==> src/sseg_pkg.sv <==
// Shared types, constants and the digit-to-segment function for the
// seven-segment number display. No dependencies.
package sseg_pkg;

	localparam int BIN_W    = 32;
	localparam int RAW_W    = 32;
	localparam int CODE_W   = 8;
	localparam int ENABLE_W = 4;
	localparam int PLACE_W  = 2;
	localparam int OP_W     = 2;
	localparam int STEP_W   = $clog2(BIN_W);
	localparam int BCD_W    = 4;

	localparam logic [OP_W-1:0] OP_NUMBER = 2'd0;
	localparam logic [OP_W-1:0] OP_SCAN   = 2'd1;
	localparam logic [OP_W-1:0] OP_RAW    = 2'd2;

	typedef struct packed {
		logic [OP_W-1:0]    op;
		logic [BIN_W-1:0]   number_value;
		logic [RAW_W-1:0]   raw_codes;
		logic [PLACE_W-1:0] digit_place;
	} sseg_in_t;

	typedef struct packed {
		logic [ENABLE_W-1:0] digit_enable_n;
		logic [CODE_W-1:0]   segment_code;
	} sseg_out_t;

	typedef enum logic [1:0] {
		ST_IDLE,
		ST_CONVERT,
		ST_WRITE
	} sseg_state_t;

	typedef struct packed {
		logic load;
		logic shift;
		logic write_num;
		logic write_raw;
		logic scan;
	} sseg_cmd_t;

	typedef struct packed {
		logic last_step;
	} sseg_status_t;

	// Standard gfedcba patterns; anything above nine is blank.
	function automatic logic [CODE_W-1:0] seg_code(input logic [BCD_W-1:0] digit);
		logic [CODE_W-1:0] code;
		unique case (digit)
			4'd0:    code = 8'h3F;
			4'd1:    code = 8'h06;
			4'd2:    code = 8'h5B;
			4'd3:    code = 8'h4F;
			4'd4:    code = 8'h66;
			4'd5:    code = 8'h6D;
			4'd6:    code = 8'h7D;
			4'd7:    code = 8'h07;
			4'd8:    code = 8'h7F;
			4'd9:    code = 8'h6F;
			default: code = 8'h00;
		endcase
		return code;
	endfunction

endpackage

==> src/sseg_ctrl.sv <==
// Controller state machine for the seven-segment number display.
// Depends on sseg_pkg for the state, command and status types.
module sseg_ctrl (
	input  logic                  clk,
	input  logic                  arst_n,
	input  logic                  start,
	input  logic [1:0]            op,
	input  sseg_pkg::sseg_status_t status,
	output sseg_pkg::sseg_cmd_t   cmd,
	output logic                  busy
);
	import sseg_pkg::*;

	sseg_state_t state_q, state_d;

	always_ff @(posedge clk or negedge arst_n) begin
		if (!arst_n) begin
			state_q <= ST_IDLE;
		end else begin
			state_q <= state_d;
		end
	end

	always_comb begin
		state_d = state_q;
		cmd     = '0;
		busy    = 1'b1;
		unique case (state_q)
			ST_IDLE: begin
				busy = 1'b0;
				if (start) begin
					if (op == OP_NUMBER) begin
						cmd.load = 1'b1;
						state_d  = ST_CONVERT;
					end else if (op == OP_RAW) begin
						cmd.write_raw = 1'b1;
					end else if (op == OP_SCAN) begin
						cmd.scan = 1'b1;
					end
				end
			end
			ST_CONVERT: begin
				cmd.shift = 1'b1;
				if (status.last_step) begin
					state_d = ST_WRITE;
				end
			end
			ST_WRITE: begin
				cmd.write_num = 1'b1;
				state_d       = ST_IDLE;
			end
			default: begin
				state_d = ST_IDLE;
			end
		endcase
	end

endmodule

==> src/sseg_dp.sv <==
// Datapath of the seven-segment number display: shift-add-3 converter,
// code store with leading-zero blanking, and the scan result register.
// Depends on sseg_pkg for types, widths and the segment function.
module sseg_dp #(
	parameter int DIGIT_COUNT = 4
) (
	input  logic                clk,
	input  logic                arst_n,
	input  sseg_pkg::sseg_in_t  in_item,
	input  sseg_pkg::sseg_cmd_t cmd,
	output sseg_pkg::sseg_status_t status,
	output logic                done,
	output sseg_pkg::sseg_out_t result
);
	import sseg_pkg::*;

	localparam int IDX_W = $clog2(DIGIT_COUNT);
	localparam int DEC_W = BCD_W * DIGIT_COUNT;

	logic [BIN_W-1:0]  bin_q;
	logic [DEC_W-1:0]  bcd_q;
	logic [DEC_W-1:0]  bcd_adj;
	logic [STEP_W-1:0] step_q;
	logic [CODE_W-1:0] store_q [DIGIT_COUNT];
	logic [CODE_W-1:0] num_codes [DIGIT_COUNT];
	logic              done_q;
	sseg_out_t         result_q;
	sseg_out_t         scan_res;

	assign status.last_step = (step_q == STEP_W'(BIN_W - 1));

	// Digits of five or more get three added before the shift, so that
	// the shift carries correctly into the next decimal digit. Digits
	// above the kept ones are dropped, which keeps the value mod 10^N.
	always_comb begin
		for (int i = 0; i < DIGIT_COUNT; i++) begin
			if (bcd_q[i*BCD_W +: BCD_W] >= 4'd5) begin
				bcd_adj[i*BCD_W +: BCD_W] = bcd_q[i*BCD_W +: BCD_W] + 4'd3;
			end else begin
				bcd_adj[i*BCD_W +: BCD_W] = bcd_q[i*BCD_W +: BCD_W];
			end
		end
	end

	always_ff @(posedge clk) begin
		if (cmd.load) begin
			bin_q  <= in_item.number_value;
			bcd_q  <= '0;
			step_q <= '0;
		end else if (cmd.shift) begin
			bin_q  <= bin_q << 1;
			bcd_q  <= {bcd_adj[DEC_W-2:0], bin_q[BIN_W-1]};
			step_q <= step_q + STEP_W'(1);
		end
	end

	// Leading zeros are blanked from the top down; the lowest digit always shows.
	always_comb begin
		logic shown;
		logic [BCD_W-1:0] dig;
		shown = 1'b0;
		for (int i = DIGIT_COUNT - 1; i >= 1; i--) begin
			dig = bcd_q[i*BCD_W +: BCD_W];
			if (dig != '0) begin
				shown = 1'b1;
			end
			num_codes[i] = shown ? seg_code(dig) : '0;
		end
		num_codes[0] = seg_code(bcd_q[BCD_W-1:0]);
	end

	always_ff @(posedge clk or negedge arst_n) begin
		if (!arst_n) begin
			for (int i = 0; i < DIGIT_COUNT; i++) begin
				store_q[i] <= '0;
			end
		end else if (cmd.write_num) begin
			for (int i = 0; i < DIGIT_COUNT; i++) begin
				store_q[i] <= num_codes[i];
			end
		end else if (cmd.write_raw) begin
			// Places above the fourth byte shift out to zero, i.e. blank.
			for (int i = 0; i < DIGIT_COUNT; i++) begin
				store_q[i] <= CODE_W'(in_item.raw_codes >> (CODE_W * i));
			end
		end
	end

	always_comb begin
		if (int'(in_item.digit_place) < DIGIT_COUNT) begin
			scan_res.digit_enable_n = ~(ENABLE_W'(1) << in_item.digit_place);
			scan_res.segment_code   = store_q[IDX_W'(in_item.digit_place)];
		end else begin
			scan_res.digit_enable_n = '1;
			scan_res.segment_code   = '0;
		end
	end

	always_ff @(posedge clk or negedge arst_n) begin
		if (!arst_n) begin
			done_q <= 1'b0;
		end else begin
			done_q <= cmd.scan;
		end
	end

	always_ff @(posedge clk) begin
		if (cmd.scan) begin
			result_q <= scan_res;
		end
	end

	assign done   = done_q;
	assign result = result_q;

endmodule

==> src/seven_segment_number_display.sv <==
// Four-digit multiplexed seven-segment display driver, top level.
// A scan item gives its result in the cycle after acceptance, with busy staying low, so scans
// can be accepted every cycle while no other item holds busy high. A set-raw item writes the
// store when accepted and leaves busy low. A set-number item keeps busy high through 32
// shift-add-3 steps over the binary value and one store write. Reset clears the code store.
// Depends on sseg_pkg, sseg_ctrl and sseg_dp.
module seven_segment_number_display #(
	parameter int DIGIT_COUNT = 4
) (
	input  logic               clk,
	input  logic               arst_n,
	input  logic               start,
	output logic               busy,
	input  sseg_pkg::sseg_in_t in_item,
	output logic               done,
	output sseg_pkg::sseg_out_t result
);
	import sseg_pkg::*;

	// The controller sequences each item; the datapath holds the converter,
	// the code store and the result register. They talk only through the
	// command and status structs below.
	sseg_cmd_t    cmd;
	sseg_status_t status;

	// Items are taken only when the controller is idle; a scan result
	// is strobed on done for exactly one cycle and cannot be held off.
	sseg_ctrl u_ctrl (
		.clk    (clk),
		.arst_n (arst_n),
		.start  (start),
		.op     (in_item.op),
		.status (status),
		.cmd    (cmd),
		.busy   (busy)
	);

	sseg_dp #(
		.DIGIT_COUNT (DIGIT_COUNT)
	) u_dp (
		.clk     (clk),
		.arst_n  (arst_n),
		.in_item (in_item),
		.cmd     (cmd),
		.status  (status),
		.done    (done),
		.result  (result)
	);

endmodule

==> config.mk <==
export PLATFORM = sky130hd
export DESIGN_NAME = seven_segment_number_display
export DESIGN_NICKNAME = d
export VERILOG_FILES = /design/src/sseg_pkg.sv /design/src/sseg_ctrl.sv /design/src/sseg_dp.sv /design/src/seven_segment_number_display.sv
export SDC_FILE = /design/constraint.sdc
export NUM_CORES = 1
export LEC_CHECK = 0
export BUFFER_PORTS_ARGS = -buffer_cell sky130_fd_sc_hd__buf_4
export CAP_MARGIN = 40
export CORE_AREA = 2 2 173 90
export CTS_CLUSTER_DIAMETER = 200
export DETAILED_ROUTE_END_ITERATION = 12
export DIE_AREA = 0 0 175 92
export SETUP_SLACK_MARGIN = 0.02
export SLEW_MARGIN = 20
export SYNTH_ARGS = -nofsm -noshare
export SYNTH_HDL_FRONTEND = slang
export SYNTH_SLANG_ARGS = --single-unit
==> constraint.sdc <==
create_clock -name clk -period 5.3 [get_ports clk]
set_input_delay 1.06 -clock clk [delete_from_list [all_inputs] [get_ports clk]]
set_output_delay 1.06 -clock clk [all_outputs]
set_load 0.005 [all_outputs]
* Word-level counts from Yosys, hierarchy flattened
Memories as Yosys holds them, arrays and structs flattened. A register that Yosys moved wholly into a read port is not among the register bits.
Cells that the tools add are included.
** Operators by class
- $add $sub $neg :: 5
- Order comparisons :: 5
- Equal/unequal tests :: 8
- Shift operators :: 1
- Mux-type cells :: 41
- Bitwise operators :: 2
- Reductions and logical operators :: 8
** Operators by type and width (count)
- $mux W32 :: 4
- $mux W4 :: 11
- $mux W8 :: 5
- $bmux W8 S2 :: 1
- $ge A4 B3 Y1 const B :: 4
- $add A4 B2 Y4 const B :: 3
- $mux W1 :: 12
- $mux W2 :: 6
- $reduce_bool A4 Y1 :: 3
- $add A5 B1 Y5 const B :: 1
- $eq A5 B5 Y1 const B :: 1
- $eq A2 B1 Y1 const B :: 2
- $eq A2 B2 Y1 const B :: 2
- $logic_not A2 Y1 :: 2
- $ne A2 B2 Y1 const B :: 2
- $not A4 Y4 :: 1
- $pmux W2 S2 :: 1
- $reduce_bool A2 Y1 :: 2
- $shl A1 B2 Y4 const A :: 1
- $add A3 B2 Y3 const B :: 1
- $ge A3 B3 Y1 const B :: 1
- $mux W3 :: 1
- $not A2 Y3 :: 1
- $reduce_and A3 Y1 :: 1
- $ne A2 B1 Y1 const B :: 1
** Word-level totals
- Flip-flop bits (word level) :: 100
- Bits in read-only memories :: 448
- Input bits :: 71
- Output and inout bits :: 14
- Word-level logic and storage cells :: 85
- Memories kept :: 4
** Memory list
- (no name shown) :: depth 16, width 7, read ports 1, clocked after Yosys merged registers in 1, wr ports 0, RTL line sseg_pkg.sv:51 : unique case (digit)
- (no name shown) :: depth 16, width 7, read ports 1, clocked after Yosys merged registers in 1, wr ports 0, RTL line sseg_pkg.sv:51
- (no name shown) :: depth 16, width 7, read ports 1, clocked after Yosys merged registers in 1, wr ports 0, RTL line sseg_pkg.sv:51
- (no name shown) :: depth 16, width 7, read ports 1, clocked after Yosys merged registers in 1, wr ports 0, RTL line sseg_pkg.sv:51

* Logic depth before layout (Yosys ltp)
Gate-level depths: netlist of the first run.
- Word-level depth :: 8
- Mapped depth :: 11

* Modules after synthesis
From an unflattened synthesis of the first run, not the netlist that was laid out.
** Unflattened totals
- Cells, all modules :: 560
- Area total of the unflattened synthesis :: 6367.4 µm²
** By module, submodules not included
- sseg_dp :: times used 1, cells an instance 546, area an instance 6222.2 µm²
- sseg_ctrl :: times used 1, cells an instance 14, area an instance 145.1 µm²

* Worst setup path after synthesis of the first run
No wires, ideal clock.
- Path type :: input to register
- Start :: input port start
- End :: register with a tool-made name
- Setup time :: 0.080 ns
- Data arrival time :: 2.776 ns
- Required time :: 5.220 ns
- Setup slack :: 2.444 ns
- Stages on the path :: 9
- Path buffers :: 1
- Cells stage by stage :: nor3b_1 o21bai_1 clkbuf_1 a32oi_1 nand2_1 inv_1 ha_1 or4_1 o211ai_1
** RTL lines
- start, declared :: RTL line seven_segment_number_display.sv:12 : input logic start,

==> results.md, run 1 <==
- Status: finished clean
- PortBufs: 84
- Largest net degree at the start of global routing: 38
- Setup TNS: 0 ns
- Total CTS buffers: 17
- Tmin final: around 2.9 ns
- Crit path max-delay family: simple AND/OR/NAND/NOR gates
- Leakage: 3.42 nW
- Synth Flop Type: dfxtp_1
- Hold WC Path Type: reg2reg
- CTS resizes: 0
- Final Util: 0.525
- Antenna-violating nets left: 0
- Post-CTS Hold Buffers: 0
- Maxcap violations: 0
- Post-layout nets: 822
- Inserted Diodes: 0
- Post-CTS setup buffer count: 0
- Via density: 5.33
- Crit. End Element: flip-flop
- Congestion Overflow GR: 0
- Final hold viol count: 0
- Required time of the critical path: roughly 5.6 ns
- Max stage delay cell, worst path: nor2b_1
- Total core area: 0.0149 mm2
- Worst slew pin tran: 0.745 ns
- Top-area cell type share of the netlist area: 0.205
- Period utilisation layout: 0.545
- Width of the die: 175 um
- IO Count: 85
- TritonCTS clock tree: built
- Max incr delay on CP: approximately 0.60 ns
- EDFF count, synth: between 40 and 50
- Crit Path Class: reg2reg
- Routed via count: between 4k and 5k
- Cell count after synthesis: 635
- Crit-path cells: nor2b_1, buf_4, a41oi_2, nand2_1, inv_1, ha_1, or4_1, o211ai_1
- Root buffer selected by CTS: clkbuf_16
- Clock latency on the worst-skew pair: roughly 0.42 ns
- Area delta synth->final: 21.2%
- Cell type with the largest total area after synthesis: edfxtp_1
- Row count: 32
- Register area share after synthesis: 0.494
- Die area: about 0.016 mm2
- Warnings, synthesis: 0
- Chip height: 92 um
- Starting density of the core: 0.433
- Final setup fails: 0
- Drt total wl: 15800 um
- RD Place Congestion: 0.879
- Clock buffer depth: 2
- Router iterations before antenna repair: 5
- Maximum fanout count along the critical path: 14
- Wirelength per Cell: 16.9 um
- Highest Clock Rate: 346 MHz
- Syn avg cell area: 10.1 um2
- Max VDD drop: about 0.28 mV
- DRC viols: 0
- Power Density: 669 mW/mm2
- Synth Cell Area: between 0.006 and 0.007 mm2
- GRT Resource Usage Total: 0.208
- WP buf/inv: 2
- Top post-synthesis cells by area: edfxtp_1, dfxtp_1, dfrtp_1
- Vias in the first global route: 4734
- Synth cell types: between 60 and 70
- Critical Path AT: ~3.2 ns
- Post-synth net total: 742
- Worst-path clk slew: 0.06 ns
- Final Max Slew Viols: 0
- Clock Skew: approximately 0.011 ns
- RSZ-0062 raised after global routing: false
- Relative slew slack: 0.503
- Share of cells above drive strength 1: 0.221
- DR iter-0 viols: about 340
- First-pass GRT wire length: 25800 um
- Post-DP HPWL: 11400 um
- Initial antenna violation count: 0
- CTS H-tree depth: 4
- Critical Path Start Type: flip-flop
- Total clock sinks: 128
- FFs w/ async S/R, synth: 0.273
- #FFs+latches synth: around 130
final timing paths:
| check | start | slack [ns] | cells past startpoint | to |
|---|---|---|---|---|
| setup / recovery | u_ctrl.state_q[0] | 2.41 | 8 | flip-flop |
| hold / removal | flip-flop | 0.43 | 2 | u_dp.store_q[0] |
| setup reg to reg | u_ctrl.state_q[0] | 2.41 | 8 | flip-flop |
| hold reg to reg | flip-flop | 0.43 | 2 | u_dp.store_q[0] |
| max in group asynchronous | arst_n | 4.34 | 1 | u_dp.store_q[16] |
| min in group asynchronous | arst_n | 0.61 | 1 | u_dp.done |
power by group:
part	switching, mW	internal, mW	total (mW)
clock network	0.461	0.651	1.11
registers	0.282	1.57	1.85
logic	1.32	0.930	2.25
total	2.07	3.15	5.22
layer usage:
metal / routed length (um) / vias to the layer above / GRT usage
li1: - / 2421 / -
met3: 765 / 11 / 0.0439
met5: 0 / - / 0
met2: 6430 / 127 / 0.278
met1: 8450 / 2408 / 0.333
met4: 104 / 0 / 0.0549
cells in the mapped netlist (all sizes together) (2+ instances only):
master,instances
a41oi,4
nand2b,8
a32oi,4
and3,17
ha,36
o21a,4
nor2,27
dfrtp,35
nor3b,4
o31ai,4
or4,3
nor4b,3
xor2,2
or2,5
dfxtp,49
nand2,157
mux2i,19
a2111oi,4
or4b,3
nor2b,2
mux4,8
edfxtp,44
a31oi,8
inv,30
o211ai,24
a211oi,6
buf,18
and2,2
o22ai,13
o21ai,31
nand4,2
clkbuf,15
nand3,10
a211o,9
a21o,3
a21oi,14
cell families (layout without fill, tap and decap cells):
logic type / Yosys count / in the layout / share of synthesized area
flops: 128 / 128 / 0.494
xor+xnor: 3 / 3 / 0.00408
buf+inv: 63 / 156 / 0.0434
fa+ha+maj: 36 / 36 / 0.0700
mux: 27 / 27 / 0.0595
simple gates: 247 / 247 / 0.176
compound gates: 131 / 131 / 0.153
metrics by stage:
stage	hold WS [ns]	std cells	setup slack [ns]	instance area, um2	power (mW)
6_report	0.429	932	2.41	7800	5.22
3_5_place_dp	0.427	899	2.14	7230	4.09
5_1_grt	0.451	932	2.18	7800	5.65
3_3_place_gp	0.420	899	2.25	7230	4.00
4_1_cts	0.434	931	2.42	7790	5.23
2_1_floorplan	0.410	635	2.44	6430	3.52
cells in the final DEF, fill, tap and decap left out, types with 8 or more instances in the layout:
master / instances
o22ai_1: 13
dfxtp_1: 49
clkbuf_16: 17
nor2_1: 27
a21oi_1: 14
edfxtp_1: 44
o211ai_1: 21
a211o_1: 9
nand3_1: 10
a31oi_1: 8
mux4_2: 8
and3_1: 17
inv_1: 26
buf_4: 93
o21ai_0: 26
nand2_1: 156
ha_1: 36
mux2i_1: 18
dfrtp_1: 35
worst min-delay path: cells and delay by family (launching register included):
kind / cells / cell delay [ns]
simple gates: 1 / 0.05
flops: 1 / 0.30
compound gates: 1 / 0.05
final cells by class:
cell class | instances | area [um2]
Timing Repair Buffer | 94 | 709
Inverter | 30 | 118
Tap cell | 204 | 255
Fill cell | 1334 | 7060
Multi-Input combinational cell | 444 | 2980
Clock inverter | 14 | 133
Sequential cell | 128 | 3180
Clock buffer | 18 | 429
Note: power is estimated with default switching activity, not from simulation.
==> run 2, diff against run 1 <==
--- a/config.mk
+++ b/config.mk
@@ -11,6 +11,7 @@
 export CTS_CLUSTER_DIAMETER = 200
 export DETAILED_ROUTE_END_ITERATION = 12
 export DIE_AREA = 0 0 175 92
+export PLACE_DENSITY = 0.66
 export SETUP_SLACK_MARGIN = 0.02
 export SLEW_MARGIN = 20
 export SYNTH_ARGS = -nofsm -noshare
==> constraint.sdc (replaced) <==
create_clock -name clk -period 2.6 [get_ports clk]
set_input_delay 0.52 -clock clk [delete_from_list [all_inputs] [get_ports clk]]
set_output_delay 0.52 -clock clk [all_outputs]
set_load 0.005 [all_outputs]
==> run 2 against run 1 <==
- die area did not move
- maximum frequency rose by 18%
- sequential power rose by 110%
- clock power rose by 130%
- via count rose by 0.95%
- final area rose by 4.1%
- critical path type unchanged
- highest routed layer unchanged
==> results.md, run 2 (synthesis gave the netlist of run 1 again) <==
- Status: finished clean
- Total core area: 0.0149 mm2 (unchanged)
- DRC viols: 0 (unchanged)
- Post-layout nets: 844 (+2.7%)
- Largest net degree at the start of global routing: 38 (unchanged)
- Register area: 0.00318 mm2 (about the same)
- Flop pwr share: 0.335 (-0.020)
- Highest Clock Rate: 409 MHz (+18%)
- Total CTS buffers: 17 (unchanged)
- Drt total wl: 15600 um (-1.1%)
- Final Hold Slack: 0.0602 ns (-0.369 ns)
- GR Layer Usage met2: 0.283 (+0.00527)
- Crit Path Class: reg2reg
- Total clock sinks: 128 (unchanged)
- Vias in the first global route: 4821 (+1.8%)
- Met3 usage: 0.0556 (+0.0116)
- DR iter-0 viols: 419 (+24%)
- Final Util: 0.547 (+0.0216)
- TritonCTS clock tree: built
- Congestion Overflow GR: 0 (unchanged)
- Starting density of the core: 0.433 (unchanged)
- Area delta synth->final: 26.2%
- Final setup fails: 0 (unchanged)
- Worst slew pin tran: 0.669 ns (-0.0760 ns)
- Setup TNS: 0 ns (unchanged)
- Clock latency on the worst-skew pair: 0.41 ns (about the same)
- Router iterations before antenna repair: 5 (unchanged)
- Via density: 5.26 (-1.4%)
- Maximum fanout count along the critical path: 4 (-10)
- Final hold viol count: 0 (unchanged)
- Crit. End Element: flip-flop
- Most common cell after layout, fill and taps aside: nand2_1
- Critical Path AT: 2.78 ns (-0.44 ns)
- Final Max Slew Viols: 0 (unchanged)
- IO Count: 85 (unchanged)
- Worst-path clk slew: 0.06 ns (about the same)
- Critical Path Start Type: flip-flop
- Tmin final: 2.45 ns (-0.444 ns)
- First-pass GRT wire length: 25100 um (-2.8%)
- Width of the die: 175 um (unchanged)
- RD Place Congestion: 0.842 (-4.1%)
- Relative slew slack: 0.554 (+0.0507)
- Maxcap violations: 0 (unchanged)
- Leakage: 3.58 nW (+4.5%)
- GR peak layer: met1
- Share of cells above drive strength 1: 0.257 (+0.0362)
- Initial antenna violation count: 0 (unchanged)
- Hold WC Path Type: in2async
- GRT Resource Usage Total: 0.200 (-0.00845)
- Clock Skew: 0.0125 ns (+0.00171 ns)
- Fill cell count: 1248 (-6.4%)
- Most frequent cells in the layout: nand2_1, buf_4, dfxtp_1
- Post-CTS Hold Buffers: 0 (unchanged)
- Multi-input logic area: 0.00305 mm2 (+2.6%)
- Root buffer selected by CTS: clkbuf_16
- Row count: 32 (unchanged)
- Chip height: 92 um (unchanged)
- Die area: 0.0161 mm2 (unchanged)
- Routed via count: 5014 (+0.95%)
- Inserted Diodes: 0 (unchanged)
- PortBufs: 84 (unchanged)
- Comb pwr share: 0.444 (+0.012)
- Switching Power: 4.34 mW (+110%)
- RSZ-0062 raised after global routing: true
- Required time of the critical path: 2.93 ns (-2.70 ns)
- Grt met1 use: 0.298 (-0.0351)
- Period utilisation layout: 0.941 (+0.395)
- Power Density: 1400 mW/mm2 (+110%)
- Clock network fraction of design power: 0.221 (+0.008)
- Max VDD drop: 0.466 mV (+67%)
- Antenna-violating nets left: 0 (unchanged)
- Pint: 7.03 mW (+120%)
- Clock buffer depth: 2 (unchanged)
- Net Sw Frac: 0.382 (-0.0142)
- CTS H-tree depth: 4 (unchanged)
- Post-DP HPWL: 11300 um (-0.94%)
- Wirelength per Cell: 16.3 um (-3.4%)
-- run 2: layout make-up --
cell class	count	area share
Tap cell	204	0.0314
Inverter	30	0.0145
Clock buffer	19	0.0559
Clock inverter	13	0.0216
Timing Repair Buffer	116	0.109
Sequential cell	128	0.392
Multi-Input combinational cell	444	0.376
-- run 2: timing repair --
item                       CTS  global route
setup endpoints to repair    2             9
resized for setup            2            14
pin swaps                    0             3
buffers inserted             0             2
-- run 2: routing by layer --
metal,vias to the layer above,share of wire
li1,2456,-
met2,126,0.43
met3,11,0.057
met4,0,0.0071
met5,-,0
met1,2421,0.51
-- run 2: per-stage QoR --
stage / setup slack [ns] / cell area [um2] / total power [mW] / cells
floorplan: 0.238 / 6430 / 7.17 / 635
global placement: -0.00794 / 7400 / 8.40 / 920
detailed placement: -0.0622 / 7400 / 8.62 / 920
CTS: 0.0511 / 8030 / 11.2 / 952
global route: -0.0283 / 8120 / 12.2 / 954
finish: 0.154 / 8120 / 11.4 / 954
-- run 2: worst paths after layout --
check                      cells after the start            from                 to  slack [ns]
max in group asynchronous                      1          arst_n  u_ctrl.state_q[1]        2.18
max                                           10  u_dp.bcd_q[13]          flip-flop        0.15
min in group clk                               3     in_item[17]   u_dp.store_q[23]        0.30
min reg2reg                                    2       flip-flop    u_dp.store_q[2]        0.42
max reg2reg                                   10  u_dp.bcd_q[13]          flip-flop        0.15
min                                            1          arst_n          u_dp.done        0.06
-- run 2: power groups by stage --
stage / clock [mW] / sequential [mW] / combinational [mW]
final: 2.52 / 3.81 / 5.05
after global routing: 2.64 / 3.90 / 5.63
after CTS: 2.55 / 3.77 / 4.88
after detailed placement: 0 / 3.80 / 4.82
after global placement: 0 / 3.76 / 4.64
after floorplan: 0 / 3.54 / 3.62
-- run 2: critical path, cell delays in order, from the launching register on --
cell and delay [ns]:
dfxtp_1 0.35, inv_1 0.09, ha_1 0.18, nand2b_2 0.23, a2111oi_4 0.38, a41oi_2 0.10, nand2_1 0.13, inv_1 0.07
ha_1 0.17, or4_1 0.55, o211ai_1 0.11
==> run 3, diff against run 2 <==
--- a/config.mk
+++ b/config.mk
@@ -11,9 +11,8 @@
 export CTS_CLUSTER_DIAMETER = 200
 export DETAILED_ROUTE_END_ITERATION = 12
 export DIE_AREA = 0 0 175 92
-export PLACE_DENSITY = 0.66
 export SETUP_SLACK_MARGIN = 0.02
-export SLEW_MARGIN = 20
 export SYNTH_ARGS = -nofsm -noshare
 export SYNTH_HDL_FRONTEND = slang
 export SYNTH_SLANG_ARGS = --single-unit
+export TNS_END_PERCENT = 20
==> constraint.sdc (replaced) <==
create_clock -name clk -period 2.5 [get_ports clk]
set_input_delay 0.5 -clock clk [delete_from_list [all_inputs] [get_ports clk]]
set_output_delay 0.5 -clock clk [all_outputs]
set_load 0.005 [all_outputs]
==> run 3 against run 2 <==
- combinational power grew 10%
- via count grew 1.9%
- final area up 1.2%
- first-iteration DRC count is 21% lower
- clock-buffer cell count is 4 higher
- global-route usage increased by 1.1 points
- highest routed layer unchanged
- sequential cell count is the same
==> results.md, run 3 (synthesis gave the netlist of run 1 again) <==
- Post-DP HPWL: 11800 um (+4.5%)
- IO Count: 85 (unchanged)
- Chip height: 92 um (unchanged)
- Status: finished clean
- Area delta synth->final: 27.8%
- Vias in the first global route: 4853 (+0.66%)
- Width of the die: 175 um (unchanged)
- Max VDD drop: 0.659 mV (+42%)
- Layout Cells excl Fill: 966 (+1.3%)
- Hold WC Path Type: in2async
- Most frequent cells in the layout: nand2_1, buf_4, dfxtp_1
- Maxcap violations: 0 (unchanged)
- First-pass GRT wire length: 26100 um (+4.2%)
- Routed via count: 5108 (+1.9%)
- Required time of the critical path: 2.83 ns (-0.10 ns)
- Highest Clock Rate: 421 MHz (+2.9%)
- Clock latency on the worst-skew pair: 0.42 ns (about the same)
- Leakage: 3.63 nW (+1.4%)
- Starting density of the core: 0.433 (unchanged)
- Final Hold Slack: 0.0402 ns (-0.0200 ns)
- Final hold viol count: 0 (unchanged)
- TritonCTS clock tree: built
- PortBufs: 84 (unchanged)
- Tmin final: 2.38 ns (-0.0690 ns)
- Final setup fails: 0 (unchanged)
- CTS H-tree depth: 4 (unchanged)
- Via density: 5.29 (+0.61%)
- DRC viols: 0 (unchanged)
- Crit Path Class: reg2reg
- Worst slew pin tran: 0.773 ns (+0.103 ns)
- Inserted Diodes: 0 (unchanged)
- Cell count after placement: 933 (+1.4%)
- Row count: 32 (unchanged)
- Crit. End Element: flip-flop
- DR iter-0 viols: 333 (-21%)
- Wirelength per Cell: 16.9 um (+3.6%)
- Router iterations before antenna repair: 7 (+2)
- Die area: 0.0161 mm2 (unchanged)
- Period utilisation layout: 0.951 (+0.0100)
- Post-layout nets: 856 (+1.4%)
- GRT Resource Usage Total: 0.211 (+0.0110)
- Largest net degree at the start of global routing: 38 (unchanged)
- Post-CTS Hold Buffers: 0 (unchanged)
- Total CTS buffers: 17 (unchanged)
- Crit path max-delay family: simple AND/OR/NAND/NOR gates
- Most common cell after layout, fill and taps aside: nand2_1
- RD Place Congestion: 0.818 (-2.9%)
- Total clock sinks: 128 (unchanged)
- Crit-path cells: inv_1, ha_1, nand2b_2, a2111oi_4, a41oi_2, nand2_1, inv_1, ha_1, or4_1, o211ai_1
- Initial antenna violation count: 0 (unchanged)
- Max stage delay cell, worst path: or4_1
- Total core area: 0.0149 mm2 (unchanged)
- Congestion Overflow GR: 0 (unchanged)
- Antenna-violating nets left: 0 (unchanged)
- Root buffer selected by CTS: clkbuf_16
- Maximum fanout count along the critical path: 5 (+1)
- Max incr delay on CP: 0.55 ns (about the same)
- Drt total wl: 16400 um (+4.9%)
- WP buf/inv: 2 (unchanged)
- RSZ-0062 raised after global routing: true
- Share of cells above drive strength 1: 0.276 (+0.0183)
- Clock buffer depth: 2 (unchanged)
- Critical Path Start Type: flip-flop
- Worst-path clk slew: 0.07 ns (about the same)
- Critical Path AT: 2.71 ns (-0.07 ns)
- Clock Skew: 0.0143 ns (+0.00181 ns)
- Power Density: 1470 mW/mm2 (+4.6%)
- Relative slew slack: 0.485 (-0.0690)
- Final Max Slew Viols: 0 (unchanged)
-- run 3: cell count changes in the layout (fill, tap and decap cells not counted), moves of 2 or more --
cell / before / now
clkbuf_8: 0 / 2
clkinv_4: 4 / 2
ha_2: 0 / 2
or4_4: 0 / 2
bufinv_16: 3 / 1
dfxtp_2: 2 / 4
buf_12: 1 / 3
buf_4: 115 / 125
dfxtp_1: 47 / 45
or4_1: 3 / 1
-- run 3: final timing paths --
kind	slack [ns]	to	cells after the start	from
setup / recovery	0.12	flip-flop	10	u_dp.bcd_q[5]
hold / removal	0.04	u_dp.done	1	arst_n
setup reg to reg	0.12	flip-flop	10	u_dp.bcd_q[5]
hold reg to reg	0.44	u_dp.store_q[6]	2	flip-flop
max in group asynchronous	2.07	u_ctrl.state_q[1]	1	arst_n
min in group clk	0.27	u_dp.store_q[23]	3	in_item[17]
-- run 3: power by group --
part / total, mW / internal (mW) / switching (mW)
combinational: 5.58 / 2.51 / 3.07
sequential: 3.94 / 3.34 / 0.602
clock: 2.52 / 1.55 / 0.969
total: 12.0 / 7.41 / 4.64
-- run 3: layer usage --
metal	vias to the layer above	share of wire	GRT usage
met1	2446	0.52	0.323
met4	0	0.011	0.0597
li1	2489	-	-
met3	19	0.057	0.0485
met2	154	0.41	0.294
met5	-	0	0
-- run 3: what timing repair did --
item | CTS | global route
pin swaps | 0 | 3
setup buffers | 0 | 1
gates resized for setup | 8 | 15
setup endpoints to repair | 6 | 19
gates cloned | 0 | 0
-- run 3: worst reg2reg max path, delay by kind of cell (launching register included) --
family / cells / cell delay [ns]
buffers and inverters: 2 / 0.14
flip-flops: 1 / 0.35
AND/OR/NAND/NOR: 3 / 0.91
adder cells (fa/ha/maj): 2 / 0.33
AO/OA/AOI/OAI: 3 / 0.56
-- run 3: metrics by stage --
stage                     TNS [ns]  setup WS [ns]  cell area (um2)  utilization  total power [mW]
after floorplan                  0          0.138             6430            -              7.45
after global placement      -0.628        -0.0993             7520        0.506              9.04
after detailed placement     -1.18         -0.156             7520        0.506              9.25
after CTS                        0         0.0204             8170        0.550              11.9
after global routing       -0.0919        -0.0500             8220        0.553              12.9
final                            0          0.123             8220        0.553              12.0
-- run 3: layout make-up --
type	count	area [um2]
clock buffer	23	510
clock inverter	9	92.6
fill	1304	6640
inverter	30	118
multi-input combinational	444	3060
sequential	128	3180
tap	204	255
timing repair buffer	128	998
